<file path="src/sv/mta_pkg.sv">
// shared constants, types and tables for the mean triangulation angle block
package mta_pkg;

    localparam int MAX_POINTS = 65536;
    localparam int CAP_INT = (MAX_POINTS < 65536) ? MAX_POINTS : 65536;
    localparam logic [16:0] POINT_CAP = 17'(CAP_INT);

    localparam int NUM_REGS = 6;
    localparam logic [2:0] REG_C1_X = 3'd0;
    localparam logic [2:0] REG_C1_Y = 3'd1;
    localparam logic [2:0] REG_C1_Z = 3'd2;
    localparam logic [2:0] REG_C2_X = 3'd3;
    localparam logic [2:0] REG_C2_Y = 3'd4;
    localparam logic [2:0] REG_C2_Z = 3'd5;

    localparam int CORDIC_STEPS = 24;
    localparam logic [30:0] RAD_TO_DEG_Q24 = 31'd961263669;
    localparam logic [31:0] ANG_90_Q24 = 32'd1509949440;
    localparam logic [31:0] ANG_180_Q24 = 32'd3019898880;
    localparam logic [30:0] Q30_ONE = 31'h40000000;
    localparam logic [63:0] Q60_ONE = 64'h1000_0000_0000_0000;

    typedef struct packed {
        logic busy;
        logic done;
    } sqrt_stat_t;

    // cordic step angle in degrees q8.24
    function automatic logic [30:0] step_angle(input logic [4:0] i);
        logic [30:0] a;
        unique case (i)
            5'd0:    a = 31'd754974720;
            5'd1:    a = 31'd445687602;
            5'd2:    a = 31'd235489088;
            5'd3:    a = 31'd119537938;
            5'd4:    a = 31'd60000934;
            5'd5:    a = 31'd30029717;
            5'd6:    a = 31'd15018523;
            5'd7:    a = 31'd7509720;
            5'd8:    a = 31'd3754917;
            5'd9:    a = 31'd1877466;
            5'd10:   a = 31'd938734;
            default: a = RAD_TO_DEG_Q24 >> i;
        endcase
        return a;
    endfunction

endpackage

</file>
<file path="src/sv/mta_isqrt.sv">
// iterative floor square root, two radicand bits per cycle
module mta_isqrt import mta_pkg::*; (
    input  logic        clk,
    input  logic        rst_n,
    input  logic        start,
    input  logic [63:0] radicand,
    output logic [31:0] root,
    output sqrt_stat_t  stat
);

    logic [63:0] rad_reg;
    logic [31:0] rem_reg;
    logic [31:0] root_reg;
    logic [4:0]  cnt_reg;
    logic        busy_reg;
    logic        done_reg;

    logic [33:0] rem_shift;
    logic [33:0] trial;
    logic        ge;
    logic [33:0] rem_next;

    assign rem_shift = {rem_reg, rad_reg[63:62]};
    assign trial = {root_reg, 2'b01};
    assign ge = (rem_shift >= trial);
    // the remainder stays below twice the root, so 32 bits hold it
    assign rem_next = ge ? (rem_shift - trial) : rem_shift;

    always_ff @(posedge clk or negedge rst_n)
    begin
        if (!rst_n)
        begin
            busy_reg <= 1'b0;
            done_reg <= 1'b0;
            cnt_reg  <= '0;
        end
        else
        begin
            done_reg <= 1'b0;
            if (start)
            begin
                busy_reg <= 1'b1;
                cnt_reg  <= '0;
            end
            else if (busy_reg)
            begin
                cnt_reg <= cnt_reg + 5'd1;
                if (cnt_reg == 5'd31)
                begin
                    busy_reg <= 1'b0;
                    done_reg <= 1'b1;
                end
            end
        end
    end

    always_ff @(posedge clk)
    begin
        if (start)
        begin
            rad_reg  <= radicand;
            rem_reg  <= '0;
            root_reg <= '0;
        end
        else if (busy_reg)
        begin
            rad_reg  <= {rad_reg[61:0], 2'b00};
            rem_reg  <= rem_next[31:0];
            root_reg <= {root_reg[30:0], ge};
        end
    end

    assign root = root_reg;
    assign stat.busy = busy_reg;
    assign stat.done = done_reg;

endmodule

</file>
<file path="config.mk">
export PLATFORM = sky130hd
export DESIGN_NAME = mta_isqrt
export DESIGN_NICKNAME = d
export VERILOG_FILES = /design/src/sv/mta_pkg.sv /design/src/sv/mta_isqrt.sv
export SDC_FILE = /design/constraint.sdc
export NUM_CORES = 1
export LEC_CHECK = 0
export BUFFER_PORTS_ARGS = -buffer_cell sky130_fd_sc_hd__buf_2
export CAP_MARGIN = 20
export CORE_UTILIZATION = 55
export DETAILED_ROUTE_END_ITERATION = 8
export PLACE_DENSITY = 0.82
export SKIP_LAST_GASP = 1
export SLEW_MARGIN = 20
export SYNTH_ARGS = -nofsm -noshare
export SYNTH_HDL_FRONTEND = slang
export SYNTH_SLANG_ARGS = --single-unit
</file>
<file path="constraint.sdc">
create_clock -name clk -period 3.2 [get_ports clk]
set_clock_uncertainty 0.1 [all_clocks]
set_input_delay 0.96 -clock clk [delete_from_list [all_inputs] [get_ports clk]]
set_output_delay 0.96 -clock clk [all_outputs]
set_load 0.01 [all_outputs]
</file>
# == Yosys cells after proc, flatten, opt, wreduce, memory -nomap -nowiden ==
# Index checks and enable logic that the tools add are counted.
# op_classes
n_addsub,2
n_lt_le_gt_ge,1
eq_ne,1
muxes,11
n_reduce_logical,1
# ops
cell,count
$mux W64,2
$ge A34 B34 Y1,1
$mux W32,1
$sub A32 B32 Y32,1
$mux W5,2
$mux W1,6
$add A5 B1 Y5 const B,1
$eq A5 B5 Y1 const B,1
$reduce_bool A2 Y1,1
# word_totals
reg_bits,135
inputBits,67
output_inout_bits,34

# == Depth between registers and ports, before layout ==
# Gate-level depths: netlist (run 1).
# depth
ltp_word,4
depth_mapped,14

# == Worst setup path before layout (run 1) ==
# Ideal clock, no wire load.
# synth_timing
kind,input-to-reg
from,input start
to,register rad_reg[0] (enable)
arrival_time_ns,2.750
required_ns,2.681
slack_ns,-0.069
cell_stages,4
cell_sequence,clkbuf_1 nor2_1 clkbuf_1 inv_1
# synth_between
elab_chain_cells,1
# synth_rtl
item,line_no,source
from (decl),mta_isqrt.sv:5,"input logic start,"
$reduce_bool A2 Y1 (no line),-,
to (signal assigned),mta_isqrt.sv:61,rad_reg <= radicand;
to (signal assigned),mta_isqrt.sv:67,"rad_reg <= {rad_reg[61:0], 2'b00};"
to (decl),mta_isqrt.sv:11,logic [63:0] rad_reg;
# Every way passes these cells.
# A chain may end at the register's enable or synchronous reset.

# == Final worst setup path (run 1) ==
# layout_timing
from,register root_reg[16] (netlist: root[16])
to,register rem_reg[31]
# layout_between
elab_chain_cells,2
# layout_rtl
item,line_no,source
from (decl),mta_isqrt.sv:13,logic [31:0] root_reg;
from (signal assigned),mta_isqrt.sv:69,"root_reg <= {root_reg[30:0], ge};"
$sub A32 B32 Y32 or $ge A34 B34 Y1 (tied branches),"mta_isqrt.sv:27, mta_isqrt.sv:25",
$mux W32 (*),mta_isqrt.sv:27,assign rem_next = ge ? (rem_shift - trial) : rem_shift;
to (signal assigned),mta_isqrt.sv:68,rem_reg <= rem_next[31:0];
to (decl),mta_isqrt.sv:12,logic [31:0] rem_reg;
# Every way passes the cells marked *; elsewhere a longest branch is shown, timed or not.

==> results.md, run 1 <==
- Outcome: finished, final reports clean
- Port Buffer Count: 100
- HP Class: in -> async
- Die X: between 100 and 150 um
- Placed inst area: about 8200 um2
- Main synth FF type: edfxtp_1
- Final WL: ~16000 um
- Post-DP HPWL: 11570 um
- Post-synthesis async set-or-reset flop share: 0.05185
- TNS Setup: 0 ns
- Initial Util: 0.5638
- Die Footprint: 14040 um2
- Post-Syn Area: 7466 um2
- Total congestion overflow: 0
- Fin. Hold Viols: 0
- Std cell rows: 42
- Share of layout cells above drive strength 1: 0.2881
- Routed Antenna Nets: 0
- Crit path DAT: approximately 3.3 ns
- Data required, critical path: 3.39 ns
- Cts hold-fix bufs: 0
- RSZ-0062 raised after global routing: true
- Final nets: 916
- Worst Max-Slew Pin Slew: 0.6897 ns
- IO Count: 101
- CTS Root Buffer Type: clkbuf_16
- Max reg flops: 64
- Post-synthesis sequential area ratio: 0.4525
- Clock Latency Late Sink: 0.42 ns
- Avg Cell Area, Syn: between 10 and 15 um2
- Tmin final: approximately 3 ns
- Post-synth EDFFs: 64
- Gpl congestion: 0.9394
- Final hold slack: 0.2629 ns
- Initial drt markers: 470
- Synth unique cells: 63
- Worst vdd ir: around 0.66 mV
- Total power: roughly 0.008 W
- Crit Path Max Fanout: 7
- Final setup viols: 0
- Core area: 13240 um2
- H-tree depth: 4
- Routed via count: 5660
- Post-synthesis net count: about 820
- Leakage Power: 3.962 nW
- CP startpoint kind: register
- CTS Buf Count: 17
- FMAX: roughly 0.33 GHz
- Pwr dens: about 900 nW/um2
- CTS tree: yes
- ANT cells: 0
- MaxCap Viol Count: 0
- Longest Clk Path Bufs: 2
- Cell area after layout: between 8000 and 9000 um2
- Vias in the first global route: 5564
- First-pass GRT wire length: 26840 um
- Number of remaining DRC errors: 0
- Largest net degree at the start of global routing: 54
- Area grow syn2layout: 18.28%
- Synth warn: 0
- DR pass1 iterations: 4
- Cell count after synthesis: 716
- Crit share post-route: 0.9560
- Clock sinks: around 140
- CP endpoint kind: register
- Initial antenna violation count: 0
- Fill cell total of the finished layout: 1035
- Yosys reg bits: 135
- Rel. slew slack: 0.5402
- Path type of the worst setup path: reg -> reg
- All-Layer GR Usage: 0.2416
- Die H: 118.5 um
- Via density per instance: 5.649
- Final Slew Violations: 0
- DR WL/cell: 16.34 um
- Clock-pin slew on the worst setup and hold paths: approximately 0.060 ns
[power breakdown]
| part | total, W | internal, W | switching (W) |
|---|---|---|---|
| registers | 0.00222 | 0.00206 | 0.000153 |
| logic | 0.00396 | 0.00187 | 0.00209 |
| clock network | 0.00187 | 0.00109 | 0.000786 |
| total | 0.00805 | 0.00502 | 0.00303 |
[metal layers]
layer	GRT usage	vias up	part of all wire
li1	-	2785	-
met1	0.2891	2696	0.42
met2	0.4143	153	0.51
met3	0.07384	26	0.051
met4	0.07753	0	0.016
met5	0	-	0
[Yosys cell counts (4+ instances only)]
cell / instances / share of area
dfrtp_1: 7 / 0.023
dfxtp_1: 64 / 0.17
nand2_1: 38 / 0.019
ha_1: 36 / 0.060
o21bai_1: 8 / 0.0080
buf_2: 8 / 0.0054
a21oi_1: 31 / 0.021
a21o_1: 13 / 0.013
o21ai_1: 12 / 0.0080
a211oi_1: 14 / 0.014
nor3_1: 4 / 0.0027
o21ai_0: 21 / 0.014
edfxtp_1: 64 / 0.26
o21a_1: 5 / 0.0050
clkbuf_1: 24 / 0.012
mux2_2: 62 / 0.094
nand4_1: 13 / 0.011
nor2_1: 77 / 0.039
inv_1: 42 / 0.021
nand3_1: 8 / 0.0054
xnor2_1: 18 / 0.021
nor2b_1: 6 / 0.0050
and3_1: 5 / 0.0042
a31oi_1: 5 / 0.0042
a311oi_1: 4 / 0.0047
nor4_1: 4 / 0.0034
xor2_1: 10 / 0.012
mux2i_1: 55 / 0.074
buf_1: 6 / 0.0030
[cells in the final DEF (no fill, tap or decap), drive strengths merged, types with 4 or more instances in the layout]
master / n
xor2: 10
a211oi: 16
a31oi: 5
dfxtp: 64
inv: 49
a311oi: 5
clkbuf: 17
dfrtp: 7
o21a: 5
mux2: 62
clkinv: 5
nand4: 13
nand2: 39
edfxtp: 64
nor4: 4
nor3: 5
nor2b: 6
a21o: 13
ha: 36
buf: 123
nor2: 78
and3: 5
mux2i: 55
xnor2: 18
a21oi: 31
o21bai: 8
nand3: 9
o21ai: 33
[worst max-delay path: stages (launching register included)]
cell and delay, ns:
dfxtp_1 0.36, inv_1 0.06, ha_1 0.38, a21oi_1 0.26, o21ai_1 0.15, o21bai_1 0.22
a2111oi_4 0.44, a31oi_1 0.20, a21oi_2 0.27, nor3_1 0.11, nor4bb_2 0.29, o31ai_1 0.09
[path summary, 6_finish.rpt]
check	start	to	slack [ns]	depth (start not counted)
max in group asynchronous	rst_n	busy_reg$_DFF_PN0_	2.56	1
min	rst_n	done_reg$_DFF_PN0_	0.26	1
max	root[16]$_SDFFE_PP0P_	rem_reg[31]$_SDFFE_PP0P_	0.14	11
max reg2reg	root[16]$_SDFFE_PP0P_	rem_reg[31]$_SDFFE_PP0P_	0.14	11
min in group clk	rem_reg[12]$_SDFFE_PP0P_	rem_reg[12]$_SDFFE_PP0P_	0.39	2
min reg2reg	rem_reg[12]$_SDFFE_PP0P_	rem_reg[12]$_SDFFE_PP0P_	0.39	2
[through the flow]
step,util,setup slack (ns),std cells
after floorplan,-,0.06897,716
after global placement,0.6180,0.1450,969
after detailed placement,0.6180,0.1321,969
after CTS,0.6608,0.09069,1001
after global routing,0.6669,-0.02665,1002
final,0.6669,0.1409,1002
[layout make-up]
type,count,area (um2),area share
Tap cell,176,220.2,0.02494
Clock inverter,15,141.4,0.01601
Inverter,42,161.4,0.01828
Sequential cell,135,3382,0.3830
Multi-Input combinational cell,494,3771,0.4270
Timing Repair Buffer,123,729.5,0.08260
Clock buffer,17,425.4,0.04817
[what timing repair did]
item	CTS	global route
buffers inserted	0	1
resized for setup	0	13
endpoints found under the setup margin	0	21
[kinds of logic (layout without fill, tap and decap cells)]
kind of cell	count (synthesis)	count (layout)	synth area share
AO/OA/AOI/OAI	137	137	0.1217
flip-flops	135	135	0.4525
buffers and inverters	87	197	0.05162
AND/OR/NAND/NOR	176	176	0.1138
XOR/XNOR	28	28	0.03285
multiplexers	117	117	0.1673
adder cells (fa/ha/maj)	36	36	0.06033
Note: power is estimated with default switching activity, not from simulation.
==> inputs of run 2 (changes only) <==
--- a/config.mk
+++ b/config.mk
@@ -7,7 +7,7 @@
 export LEC_CHECK = 0
 export BUFFER_PORTS_ARGS = -buffer_cell sky130_fd_sc_hd__buf_2
 export CAP_MARGIN = 20
-export CORE_UTILIZATION = 55
+export CORE_UTILIZATION = 53
 export DETAILED_ROUTE_END_ITERATION = 8
 export PLACE_DENSITY = 0.82
 export SKIP_LAST_GASP = 1
==> constraint.sdc (replaced) <==
create_clock -name clk -period 2.74 [get_ports clk]
set_clock_uncertainty 0.1 [all_clocks]
set_input_delay 0.822 -clock clk [delete_from_list [all_inputs] [get_ports clk]]
set_output_delay 0.822 -clock clk [all_outputs]
set_load 0.01 [all_outputs]
==> run 2 against run 1 <==
The run now ends with setup timing left. Via count rose by 7.2%. Wire length increased by 12%. Register-to-register slack got worse by 0.34 ns. Global-route usage grew 0.35 points. Largest power group unchanged. Largest cell class unchanged.
==> results.md, run 2 (synthesis results as in run 1) <==
- Initial Util: 0.5400 (was 0.5638)
- CTS tree: yes (unchanged)
- Max reg flops: 64 (unchanged)
- Initial drt markers: 471 (was 470)
- Pwr dens: 1124 nW/um2 (was 911.7 nW/um2)
- Die X: 120.7 um (was 118.5 um)
- Final non-filler cell total: 1079 (was 1002)
- CTS Buf Count: 17 (unchanged)
- Rel. slew slack: 0.5984 (was 0.5402)
- Number of remaining DRC errors: 0 (unchanged)
- Via density per instance: 5.625 (was 5.649)
- Area grow syn2layout: 30.57% (was 18.28%)
- RSZ-0062 raised after global routing: true (unchanged)
- Switch Pwr: 0.004196 W (was 0.003032 W)
- Path type of the worst setup path: reg -> reg (unchanged)
- Final WL: 18320 um (was 16380 um)
- Tmin final: 2.943 ns (was 3.059 ns)
- CP startpoint kind: register (unchanged)
- Final setup viols: 16 (was 0)
- CTS Root Buffer Type: clkbuf_16 (unchanged)
- IO Count: 101 (unchanged)
- Worst setup margin: -0.2027 ns (was 0.1409 ns)
- DR pass1 iterations: 5 (was 4)
- Fill cell total of the finished layout: 966 (was 1035)
- Port Buffer Count: 100 (unchanged)
- Gpl congestion: 0.9508 (was 0.9394)
- Leakage Power: 4.397 nW (was 3.962 nW)
- Commonest non-fill, non-tap cells in the layout: buf_2 (99), buf_4 (87), nor2_1 (76) (was buf_2 (99), nor2_1 (77), edfxtp_1 (64), dfxtp_1 (64), mux2_2 (62))
- Outcome: complete, but fails checks (was finished, final reports clean)
- MaxCap Viol Count: 0 (unchanged)
- Setup WS pre-CTS: -0.09395 ns (was 0.1321 ns)
- First-pass GRT wire length: 28060 um (was 26840 um)
- HP Class: in -> async (unchanged)
- Longest Clk Path Bufs: 2 (unchanged)
- Worst Max-Slew Pin Slew: 0.6024 ns (was 0.6897 ns)
- Commonest non-fill, non-tap cell in the layout: buf_2 (unchanged)
- Crit path DAT: 3.13 ns (was 3.25 ns)
- Total power: 0.01095 W (was 0.008051 W)
- H-tree depth: 4 (unchanged)
- Data required, critical path: 2.93 ns (was 3.39 ns)
- Std cell rows: 43 (was 42)
- Initial antenna violation count: 0 (unchanged)
- Cts hold-fix bufs: 0 (unchanged)
- Largest net degree at the start of global routing: 65 (was 54)
- Power share of the clock group: 0.205 (was 0.232)
- Vias in the first global route: 5909 (was 5564)
- Routed Antenna Nets: 0 (unchanged)
- Core area: 13830 um2 (was 13240 um2)
- Die Footprint: 14560 um2 (was 14040 um2)
- Clock-pin slew on the worst setup and hold paths: 0.07 ns (was 0.06 ns)
- Clock Latency Late Sink: 0.43 ns (was 0.42 ns)
- Worst vdd ir: 0.6496 mV (was 0.6628 mV)
- Clock sinks: 135 (unchanged)
- Final nets: 989 (was 916)
- Routed via count: 6069 (was 5660)
- Crit Path Max Fanout: 3 (was 7)
- All-Layer GR Usage: 0.2452 (was 0.2416)
- Cell Int Power: 0.006758 W (was 0.005019 W)
- Die H: 120.7 um (was 118.5 um)
- Share of layout cells above drive strength 1: 0.4038 (was 0.2881)
- DR WL/cell: 16.98 um (was 16.34 um)
- Combinational share of power: 0.558 (was 0.492)
- Total congestion overflow: 0 (unchanged)
- Switching share of power: 0.3831 (was 0.3766)
- FMAX: 0.3398 GHz (was 0.3269 GHz)
- Fin. Hold Viols: 0 (unchanged)
- Dpl cells: 1032 (was 969)
- Reg power frac: 0.236 (was 0.275)
- Crit share post-route: 1.074 (was 0.9560)
- ANT cells: 0 (unchanged)
- Worst Reg2Reg Path Length in Cells: 12 (was 11)
- CP endpoint kind: register (unchanged)
- Utilization after layout: 0.7050 (was 0.6669)
- Failing checks: setup timing
- Final Slew Violations: 0 (unchanged)
- Post-DP HPWL: 11800 um (was 11570 um)
[run 2: timing repair]
action / in CTS / in global routing
gates cloned: 0 / 2
pin swaps: 3 / 27
setup buffers: 2 / 11
resized for setup: 7 / 64
endpoints found under the setup margin: 28 / 33
[run 2: area by class of cell]
| type | count | area (um2) | area share |
|---|---|---|---|
| clock buffer | 17 | 425.4 | 0.04364 |
| clock inverter | 15 | 151.4 | 0.01553 |
| timing repair buffer | 196 | 1315 | 0.1349 |
| inverter | 42 | 161.4 | 0.01656 |
| sequential | 135 | 3396 | 0.3484 |
| multi-input combinational | 494 | 4074 | 0.4179 |
| tap | 180 | 225.2 | 0.02310 |
[run 2: final timing paths]
path / start / to / slack (ns)
max: root[0]$_SDFFE_PP0P_ / rem_reg[31]$_SDFFE_PP0P_ / -0.20
max reg2reg: root[0]$_SDFFE_PP0P_ / rem_reg[31]$_SDFFE_PP0P_ / -0.20
max in group asynchronous: rst_n / busy_reg$_DFF_PN0_ / 2.25
min reg2reg: rem_reg[26]$_SDFFE_PP0P_ / rem_reg[26]$_SDFFE_PP0P_ / 0.38
min in group clk: rem_reg[26]$_SDFFE_PP0P_ / rem_reg[26]$_SDFFE_PP0P_ / 0.38
min: rst_n / cnt_reg[4]$_DFFE_PN0P_ / 0.11
[run 2: power by group through the flow]
stage                     registers [W]  clock network, W  logic (W)
after global routing            0.00261           0.00238    0.00655
after detailed placement        0.00260                 0    0.00486
after global placement          0.00259                 0    0.00479
after CTS                       0.00256           0.00227    0.00506
after floorplan                 0.00256                 0    0.00349
final                           0.00259           0.00225    0.00612
[run 2: routing by layer]
metal	part of all wire	vias to the layer above	GRT usage	wire (um)
met1	0.42	2844	0.3045	7704
met4	0.032	0	0.09645	580
met3	0.057	62	0.07123	1049
met2	0.49	223	0.4005	8986
met5	0	-	0	0
li1	-	2940	-	-
[run 2: worst max-delay path: stages (launching register included)]
cell	delay [ns]
dfxtp_1	0.35
inv_1	0.09
ha_4	0.25
o21a_1	0.13
nor4_1	0.25
buf_4	0.19
nor4_2	0.05
o211ai_1	0.40
a31oi_2	0.19
a21oi_2	0.28
nor3_2	0.11
nor4bb_4	0.30
o31ai_1	0.11
[run 2: stage by stage]
stage	TNS, ns	hold WS [ns]	instance area [um2]
final	-0.6552	0.1126	9748
after floorplan	0	0.3286	7511
after detailed placement	-0.5467	0.3676	8647
after CTS	-0.02932	0.1083	9279
after global routing	-3.568	0.1097	9748
after global placement	-0.09233	0.3587	8647
==> inputs of run 3 (changes only) <==
--- a/config.mk
+++ b/config.mk
@@ -7,9 +7,10 @@
 export LEC_CHECK = 0
 export BUFFER_PORTS_ARGS = -buffer_cell sky130_fd_sc_hd__buf_2
 export CAP_MARGIN = 20
-export CORE_UTILIZATION = 53
+export CORE_UTILIZATION = 54
+export CTS_BUF_LIST = sky130_fd_sc_hd__clkbuf_2 sky130_fd_sc_hd__clkbuf_4 sky130_fd_sc_hd__clkbuf_8
 export DETAILED_ROUTE_END_ITERATION = 8
-export PLACE_DENSITY = 0.82
+export PLACE_DENSITY = 0.84
 export SKIP_LAST_GASP = 1
 export SLEW_MARGIN = 20
 export SYNTH_ARGS = -nofsm -noshare
==> run 3 against run 2 <==
The flow still finishes with violations (setup timing). Hold slack got worse by 0.035 ns. Clock-buffer cell count increased by 1. Maximum frequency increased by 5.2%. First-iteration DRC count decreased by 14%. Cell count decreased by 1.9%. Critical endpoint is now rem_reg[13]$_SDFFE_PP0P_. Largest cell class unchanged.
==> results.md, run 3 (synthesis results as in run 1) <==
- Outcome: complete, but fails checks (unchanged)
- Failing checks: setup timing (unchanged)
- Std cell rows: 42 (was 43)
- Worst Reg2Reg Path Length in Cells: 12 (unchanged)
- Final non-filler cell total: 1059 (was 1079)
- Post-DP HPWL: 12160 um (was 11800 um)
- Final setup viols: 10 (was 16)
- R2r startpoint: root[21]$_SDFFE_PP0P_ (was root[0]$_SDFFE_PP0P_)
- HP Class: in -> async (unchanged)
- Path type of the worst setup path: reg -> reg (unchanged)
- Placed inst area: 8592 um2 (was 8647 um2)
- Initial antenna violation count: 0 (unchanged)
- MaxCap Viol Count: 0 (unchanged)
- Dpl cells: 1018 (was 1032)
- Max reg flops: 64 (unchanged)
- Die X: 119.6 um (was 120.7 um)
- Initial Util: 0.5593 (was 0.5400)
- Share of layout cells above drive strength 1: 0.3828 (was 0.4038)
- Tmin final: 2.796 ns (was 2.943 ns)
- Combinational share of power: 0.550 (was 0.558)
- Final nets: 973 (was 989)
- Setup WS pre-CTS: -0.09596 ns (was -0.09395 ns)
- RSZ-0062 raised after global routing: true (unchanged)
- Worst vdd ir: 0.6495 mV (was 0.6496 mV)
- CTS Buf Count: 17 (unchanged)
- Clock-pin slew on the worst setup and hold paths: 0.08 ns (was 0.07 ns)
- Data required, critical path: 2.95 ns (was 2.93 ns)
- Worst-path cell chain: inv_1 -> ha_4 -> and3_4 -> and4_4 -> nand4_1 -> or4_4 -> nand3_2 -> nor3_4 -> nor2_8 -> buf_12 -> mux2i_1 -> a211oi_1 (was inv_1 -> ha_4 -> o21a_1 -> nor4_1 -> buf_4 -> nor4_2 -> o211ai_1 -> a31oi_2 -> a21oi_2 -> nor3_2 -> nor4bb_4 -> o31ai_1)
- Clock sinks: 135 (unchanged)
- CTS Root Buffer Type: clkbuf_8 (was clkbuf_16)
- Leakage Power: 4.232 nW (was 4.397 nW)
- Reg power frac: 0.260 (was 0.236)
- Final WL: 17820 um (was 18320 um)
- FF/Latch Area: 3393 um2 (was 3396 um2)
- Cell area after layout: 9395 um2 (was 9748 um2)
- IO Count: 101 (unchanged)
- DR WL/cell: 16.83 um (was 16.98 um)
- TNS Setup: -0.2124 ns (was -0.6552 ns)
- Fill cell total of the finished layout: 970 (was 966)
- Longest Clk Path Bufs: 2 (unchanged)
- Die Footprint: 14300 um2 (was 14560 um2)
- Crit Path Max Fanout: 6 (was 3)
- All-Layer GR Usage: 0.2533 (was 0.2452)
- Total power: 0.009977 W (was 0.01095 W)
- First-pass GRT wire length: 28450 um (was 28060 um)
- CP startpoint kind: register (unchanged)
- Power share of the clock group: 0.190 (was 0.205)
- Crit path DAT: 3.00 ns (was 3.13 ns)
- H-tree depth: 4 (unchanged)
- Cts hold-fix bufs: 0 (unchanged)
- Area grow syn2layout: 25.84% (was 30.57%)
- Area of the multi-input gates: 4001 um2 (was 4074 um2)
- DR pass1 iterations: 5 (unchanged)
- Max incr delay on CP: 0.50 ns (was 0.40 ns)
- Core area: 13350 um2 (was 13830 um2)
- Vias in the first global route: 6065 (was 5909)
- CP endpoint kind: register (unchanged)
- Commonest non-fill, non-tap cell in the layout: buf_2 (unchanged)
- Pwr dens: 1062 nW/um2 (was 1124 nW/um2)
- Slowest stage cell, crit path: or4_4 (was o211ai_1)
- Final Slew Violations: 0 (unchanged)
- Die H: 119.6 um (was 120.7 um)
- Clock Latency Late Sink: 0.46 ns (was 0.43 ns)
- Number of remaining DRC errors: 0 (unchanged)
- Switching share of power: 0.3802 (was 0.3831)
- Crit share post-route: 1.020 (was 1.074)
- Gpl congestion: 0.9488 (was 0.9508)
- FMAX: 0.3576 GHz (was 0.3398 GHz)
- Fin. Hold Viols: 0 (unchanged)
- CTS tree: yes (unchanged)
- Routed Antenna Nets: 0 (unchanged)
- Initial drt markers: 404 (was 471)
- Worst R2R Setup Slack: -0.06 ns (was -0.20 ns)
- Worst Max-Slew Pin Slew: 0.5227 ns (was 0.6024 ns)
- Rel. slew slack: 0.6515 (was 0.5984)
- Commonest non-fill, non-tap cells in the layout: buf_2 (99), nor2_1 (76), buf_4 (76) (was buf_2 (99), buf_4 (87), nor2_1 (76))
- Total congestion overflow: 0 (unchanged)
- ANT cells: 0 (unchanged)
- Via density per instance: 5.652 (was 5.625)
- Worst setup margin: -0.05604 ns (was -0.2027 ns)
- Cell Int Power: 0.006183 W (was 0.006758 W)
- Largest net degree at the start of global routing: 60 (was 65)
- Switch Pwr: 0.003793 W (was 0.004196 W)
- Port Buffer Count: 100 (unchanged)
- RR Endpoint: rem_reg[13]$_SDFFE_PP0P_ (was rem_reg[31]$_SDFFE_PP0P_)
- Routed via count: 5985 (was 6069)
run 3: cell types whose count changed in the layout (fill, tap and decap cells not counted), moves of 4 or more:
| cell | delta |
|---|---|
| clkbuf_16 | -19 |
| clkbuf_8 | +17 |
| buf_4 | -11 |
| ha_1 | +6 |
| buf_6 | -5 |
| bufinv_16 | +4 |
| o21ai_0 | +4 |
run 3: what timing repair did:
item	CTS	global route
pin swaps	3	20
setup endpoints to repair	27	33
setup buffers	1	9
resized for setup	6	41
run 3: per-stage QoR:
step	hold WS, ns	util
after floorplan	0.3286	-
after global placement	0.3592	0.6437
after detailed placement	0.3671	0.6437
after CTS	0.06259	0.6810
after global routing	0.05683	0.7039
final	0.07771	0.7039
run 3: area by class of cell:
type,count,share of cell area
clock buffer,18,0.02570
timing repair buffer,180,0.1241
multi-input combinational,494,0.4259
inverter,42,0.01718
clock inverter,14,0.02251
tap,176,0.02344
sequential,135,0.3612
run 3: power by group through the flow:
| stage | clock network, W | registers (W) | logic [W] |
|---|---|---|---|
| after floorplan | 0 | 0.00256 | 0.00349 |
| after global placement | 0 | 0.00259 | 0.00466 |
| after detailed placement | 0 | 0.00260 | 0.00475 |
| after CTS | 0.00192 | 0.00256 | 0.00491 |
| after global routing | 0.00202 | 0.00262 | 0.00592 |
| final | 0.00190 | 0.00259 | 0.00549 |
run 3: worst max-delay path by stage:
stage	start	end	cells past startpoint
2_1_floorplan	root[25]$_SDFFE_PP0P_	rem_reg[20]$_SDFFE_PP0P_	12
3_3_place_gp	root[2]$_SDFFE_PP0P_	rem_reg[31]$_SDFFE_PP0P_	12
3_5_place_dp	root[12]$_SDFFE_PP0P_	rem_reg[31]$_SDFFE_PP0P_	11
4_1_cts	root[0]$_SDFFE_PP0P_	rem_reg[31]$_SDFFE_PP0P_	12
5_1_grt	root[8]$_SDFFE_PP0P_	rem_reg[13]$_SDFFE_PP0P_	12
6_report	root[21]$_SDFFE_PP0P_	rem_reg[13]$_SDFFE_PP0P_	12
run 3: worst max-delay path: cells and delay by family, from the launching register on:
family / cells / cell delay [ns]
and+or+nand+nor: 7 / 1.39
DFF: 1 / 0.33
adders and majority gates: 1 / 0.26
muxes: 1 / 0.23
buffers and inverters: 2 / 0.21
AOI/OAI and AO/OA: 1 / 0.12
run 3: layer usage:
layer  vias to the layer above  routed length (um)  GRT usage
li1                       2896                   -          -
met1                      2860                7379     0.2980
met2                       187                9079     0.4375
met3                        42                 968    0.07367
met4                         0                 395    0.09141
met5                         -                   0          0
